### src/hdl/gqed_pkg.sv
package gqed_pkg;

   // geometry and arithmetic sizing
   localparam int MAX_WIDTH  = 1024;
   localparam int ERROR_BITS = 14;

   localparam int COL_BITS     = $clog2(MAX_WIDTH);
   localparam int ROW_BITS     = 16;
   localparam int PIX_BITS     = 8;
   localparam int LEVEL_BITS   = 8;
   localparam int K_CFG_BITS   = 9;
   localparam int W_CFG_BITS   = 11;

   // corrected value 16*v + e, its error against the palette gray and sums of parts
   localparam int OLD_BITS  = ((ERROR_BITS > 13) ? ERROR_BITS : 13) + 1;
   localparam int E_BITS    = OLD_BITS + 1;
   localparam int SUM_BITS  = E_BITS + 1;
   localparam int PART_BITS = E_BITS + 4;
   localparam int PROD_BITS = OLD_BITS + 10;

   // shared divider: 8-bit quotient, dividend below 256 * divisor
   localparam int DIVIDEND_BITS     = 16;
   localparam int LIMIT_BITS        = 16;
   localparam int DIV_BITS_PER_STEP = 4;
   localparam int DIV_STEPS         = LEVEL_BITS / DIV_BITS_PER_STEP;
   localparam int DIV_CNT_BITS      = (DIV_STEPS > 1) ? $clog2(DIV_STEPS) : 1;

   // diffusion weights in sixteenths
   localparam logic [2:0] W_RIGHT       = 3'd7;
   localparam logic [2:0] W_BELOW_LEFT  = 3'd3;
   localparam logic [2:0] W_BELOW       = 3'd5;
   localparam logic [2:0] W_BELOW_RIGHT = 3'd1;

   // register file
   localparam int CSR_INDEX_BITS = 3;
   localparam int CSR_DATA_BITS  = 16;
   localparam logic [CSR_INDEX_BITS-1:0] CSR_LEVEL_COUNT   = 3'd0;
   localparam logic [CSR_INDEX_BITS-1:0] CSR_DITHER_ENABLE = 3'd1;
   localparam logic [CSR_INDEX_BITS-1:0] CSR_NUM_LEVELS    = 3'd2;
   localparam logic [CSR_INDEX_BITS-1:0] CSR_IMAGE_WIDTH   = 3'd3;
   localparam logic [CSR_INDEX_BITS-1:0] CSR_IMAGE_HEIGHT  = 3'd4;

   typedef struct packed {
      logic [K_CFG_BITS-1:0] level_count;
      logic                  dither_enable;
      logic [K_CFG_BITS-1:0] num_levels;
      logic [W_CFG_BITS-1:0] image_width;
      logic [ROW_BITS-1:0]   image_height;
   } gqed_cfg_type;

   localparam gqed_cfg_type CFG_RESET = '{
      level_count:   9'd2,
      dither_enable: 1'b0,
      num_levels:    9'd256,
      image_width:   11'd640,
      image_height:  16'd480
   };

   typedef struct packed {
      logic clear_write;
      logic accept;
      logic fetch;
      logic scale;
      logic range;
      logic div_step;
      logic gray_start;
      logic error;
      logic write_here;
      logic write_left;
      logic load_out;
   } gqed_cmd_type;

   typedef struct packed {
      logic clear_done;
      logic index_direct;
      logic div_last;
   } gqed_status_type;

   typedef enum logic [3:0] {
      ST_CLEAR,
      ST_IDLE,
      ST_FETCH,
      ST_SCALE,
      ST_RANGE,
      ST_DIV_INDEX,
      ST_GRAY_START,
      ST_DIV_GRAY,
      ST_ERROR,
      ST_WRITE_HERE,
      ST_WRITE_LEFT,
      ST_FINISH
   } gqed_state_type;

endpackage

### src/hdl/gqed_ctrl.sv
module gqed_ctrl import gqed_pkg::*; (
   input  logic            clock,
   input  logic            reset,
   input  logic            req_valid,
   output logic            req_stall,
   output logic            rsp_valid,
   input  logic            rsp_stall,
   output gqed_cmd_type    cmd,
   input  gqed_status_type status
);

   gqed_state_type state_ff, state_in;
   logic           rsp_valid_ff, rsp_valid_in;

   always_ff @(posedge clock) begin
      if (reset) begin
         state_ff     <= ST_CLEAR;
         rsp_valid_ff <= 1'b0;
      end else begin
         state_ff     <= state_in;
         rsp_valid_ff <= rsp_valid_in;
      end
   end

   always_comb begin
      state_in     = state_ff;
      cmd          = '0;
      req_stall    = 1'b1;
      rsp_valid_in = rsp_valid_ff;
      if (rsp_valid_ff && !rsp_stall) begin
         rsp_valid_in = 1'b0;
      end
      case (state_ff)
         ST_CLEAR: begin
            cmd.clear_write = 1'b1;
            if (status.clear_done) begin
               state_in = ST_IDLE;
            end
         end
         ST_IDLE: begin
            req_stall = 1'b0;
            if (req_valid) begin
               cmd.accept = 1'b1;
               state_in   = ST_FETCH;
            end
         end
         ST_FETCH: begin
            cmd.fetch = 1'b1;
            state_in  = ST_SCALE;
         end
         ST_SCALE: begin
            cmd.scale = 1'b1;
            state_in  = ST_RANGE;
         end
         ST_RANGE: begin
            cmd.range = 1'b1;
            state_in  = status.index_direct ? ST_GRAY_START : ST_DIV_INDEX;
         end
         ST_DIV_INDEX: begin
            cmd.div_step = 1'b1;
            if (status.div_last) begin
               state_in = ST_GRAY_START;
            end
         end
         ST_GRAY_START: begin
            cmd.gray_start = 1'b1;
            state_in       = ST_DIV_GRAY;
         end
         ST_DIV_GRAY: begin
            cmd.div_step = 1'b1;
            if (status.div_last) begin
               state_in = ST_ERROR;
            end
         end
         ST_ERROR: begin
            cmd.error = 1'b1;
            state_in  = ST_WRITE_HERE;
         end
         ST_WRITE_HERE: begin
            cmd.write_here = 1'b1;
            state_in       = ST_WRITE_LEFT;
         end
         ST_WRITE_LEFT: begin
            cmd.write_left = 1'b1;
            state_in       = ST_FINISH;
         end
         ST_FINISH: begin
            if (!rsp_valid_ff || !rsp_stall) begin
               cmd.load_out = 1'b1;
               rsp_valid_in = 1'b1;
               state_in     = ST_IDLE;
            end
         end
         default: begin
            state_in = ST_IDLE;
         end
      endcase
   end

   assign rsp_valid = rsp_valid_ff;

   a_one_command: assert property (@(posedge clock) disable iff (reset)
      $onehot0(cmd))
      else $error("more than one datapath command at once");

   a_valid_from_load: assert property (@(posedge clock) disable iff (reset)
      $rose(rsp_valid) |-> $past(cmd.load_out))
      else $error("result valid without a result load");

endmodule

### config.mk
export PLATFORM = sky130hd
export DESIGN_NAME = gqed_ctrl
export DESIGN_NICKNAME = d
export VERILOG_FILES = /design/src/hdl/gqed_pkg.sv /design/src/hdl/gqed_ctrl.sv
export SDC_FILE = /design/constraint.sdc
export NUM_CORES = 1
export LEC_CHECK = 0
export BUFFER_PORTS_ARGS = -buffer_cell sky130_fd_sc_hd__buf_2
export CAP_MARGIN = 25
export CORE_AREA = 2 2 39 41
export CTS_CLUSTER_SIZE = 28
export DETAILED_ROUTE_END_ITERATION = 8
export DIE_AREA = 0 0 41 43
export PLACE_DENSITY = 0.64
export SYNTH_ARGS = -nofsm -noshare
export SYNTH_HDL_FRONTEND = slang
export SYNTH_SLANG_ARGS = --single-unit
### constraint.sdc
create_clock -name clock -period 2.1 [get_ports clock]
set_input_delay 0.315 -clock clock [delete_from_list [all_inputs] [get_ports clock]]
set_output_delay 0.315 -clock clock [all_outputs]
set_load 0.01 [all_outputs]
==> metrics <==
Layout area overhead 34.1%; cell taking the most area after synthesis dfxtp_1; Initial DRC Count 6; Leak Pwr around 0.22 nW; grt met1 use between 15 and 20%; worst path bufs/invs 1; RSZ-0062 raised after global routing no; ys flop type dfxtp_1; Hold Crit Class in -> reg; clock sinks 5; R2R setup slack 350 ps; # diodes 0; vias in the first global route between 300 and 400; Internal 297 µW; Multi-input gate area between 200 and 250 µm²; FF+latch count, synth 5; hold_buf cts 0; Clk network pwr share 20.8%; DRC Markers 0; num rows 14; most common cell in the netlist nor2_1; crit path cell chain or4b_4 > nor2_1 > buf_2; Synth top cells by count nor2_1 (10), dfxtp_1 (5), a21oi_1 (4), inv_1 (4); GRT Util Overall about an eighth; ranking of synthesized cells by area dfxtp_1 (27%), nor2_1 (10%), a21oi_1 (5.5%); delay-heaviest family, CP simple AND/OR/NAND/NOR gates; vias per std cell slightly above 5; WS Path Type reg -> out; Yosys cell types 24; first-pass GRT wire length 1460 µm; top fanout value on the critical path 13; actual slew at the worst max-slew pin approximately 440 ps; synthesized instance count 53; cts repair resizes 0; mapped cell area roughly 370 µm²; critical path's slowest cell dfxtp_1; Slew headroom around 70%; Chip Width 41 µm; Yosys top cell area share roughly 27%; WL final 939 µm; hpwl dp approximately 720 µm; Post-synth EDFFs 0; I/O Pins 20; status complete, no violations; total gr overflow 0; share of cells above drive strength 1 between 30% and 40%; IO buf count 19; Final Max Tran Viols 0; sequential element share of the synthesized area 27.3%; met3 Use GR 6.28%; number of CTS-inserted buffers 3; Clock transition at path regs approximately 50 ps; Logic pwr share 45.2%; Min Clock Period, post-route between 1500 and 2000 ps; Routed Antenna Nets 0; H-Tree Depth 1; switching share of power 43.0%; Worst-Skew Late Latency roughly 240 ps; Crit. End Element primary output; clock buffer depth 2; GR Util met2 17.5%; CTS tree built; GPL Wtd Cong slightly below 0.7; pin count of the biggest net entering global routing 16; drt first pass iters 3; CORE AREA around 1400 µm²; clk root buf clkbuf_4; Final Hold Viols 0; nets 80; busiest grt layer met2; Synth Area per Inst just under 7 µm²; Initial Utilization about a quarter; placed cells 84; Flop pwr share between 30% and 40%; Setup TNS 0 ps; layout filler cell count about 150; Die H roughly 43 µm; wire per inst 10.7 µm; worst clock skew 7.70 ps; Synthesized Nets 60; CP arrival about 1500 ps; fin crit share approximately 88%; Non-Filler Instances 88; Reg area between 100 and 150 µm²; peak supply drop between 500 and 600 µV; Pwr per Cell Area approximately 1100 nW/µm²; NetSw about 220 µW; Fmax roughly 540 MHz; DR vias between 400 and 500; ys async rst share 0%; # setup viols final 0; initial antenna violation count 0; Worst setup SP type flop; Critical Path Max Stage Delay about 540 ps; worst path required time 1780 ps; MaxCap Viol Count 0; synth warn 0; die area between 1500 and 2000 µm²; setup bufs post-CTS 0
## registers in the layout, summed over array words and instances (netlist names)
signal     cells
state_ff       4
rsp_valid      1
## power by group through the flow
stage | combinational (mW) | clock, mW | sequential, mW
finish | 0.236 | 0.109 | 0.177
detailed placement | 0.238 | 0 | 0.177
global placement | 0.235 | 0 | 0.174
CTS | 0.240 | 0.114 | 0.175
floorplan | 0.213 | 0 | 0.129
global route | 0.265 | 0.121 | 0.182
## placed cells by master (no fill, tap or decap)
| cell | instances |
|---|---|
| a2111oi_0 | 1 |
| a211oi_1 | 1 |
| a21oi_1 | 4 |
| a221oi_1 | 1 |
| a31oi_1 | 1 |
| and2_1 | 1 |
| buf_2 | 19 |
| clkbuf_1 | 1 |
| clkbuf_4 | 3 |
| dfxtp_1 | 5 |
| inv_1 | 4 |
| mux2_1 | 1 |
| nand2_1 | 3 |
| nand2b_1 | 2 |
| nand3_1 | 2 |
| nand3b_1 | 1 |
| nand4b_1 | 1 |
| nor2_1 | 10 |
| nor3_1 | 3 |
| nor4_1 | 3 |
| o21ai_0 | 1 |
| o22ai_1 | 1 |
| o22ai_2 | 1 |
| or4_1 | 1 |
| or4b_4 | 1 |
## area by class of cell
cell class | count | share of cell area, %
multi-input cells | 40 | 47.8
repair buffers | 19 | 19.3
well taps | 16 | 4.07
clock buffers | 4 | 5.34
flip-flops and latches | 5 | 20.4
inverters | 4 | 3.05
## cells by family (layout without fill, tap and decap cells)
family	after synthesis	in the layout	synth area share (%)
AO/OA/AOI/OAI	11	11	20.5
AND/OR/NAND/NOR	28	28	40.6
multiplexers	1	1	3.07
buffers and inverters	8	27	8.53
flip-flops	5	5	27.3
## metrics by stage
| step | setup WS (ps) | area (µm²) | util, % | total power [mW] | hold WS (ps) |
|---|---|---|---|---|---|
| after global placement | 394 | 465 | 33.6 | 0.409 | 560 |
| after global routing | 157 | 492 | 35.5 | 0.568 | 327 |
| after floorplan | 549 | 367 | - | 0.342 | 384 |
| after detailed placement | 355 | 465 | 33.6 | 0.415 | 553 |
| final | 259 | 492 | 35.5 | 0.522 | 310 |
| after CTS | 250 | 492 | 35.5 | 0.529 | 302 |
## final timing paths
check / start / to / depth (start not counted)
setup / recovery: state_ff[0] / cmd[9] / 3
hold / removal: reset / rsp_valid / 2
setup reg to reg: state_ff[0] / state_ff[1] / 4
hold reg to reg: rsp_valid / rsp_valid / 2
## routing by layer
metal  share of wire (%)  routed length [µm]
met5                   0                   0
met2                  50                 467
met3                 4.4                  41
met1                  46                 430
met4                   0                   0
(Power assumes the default switching activity.)
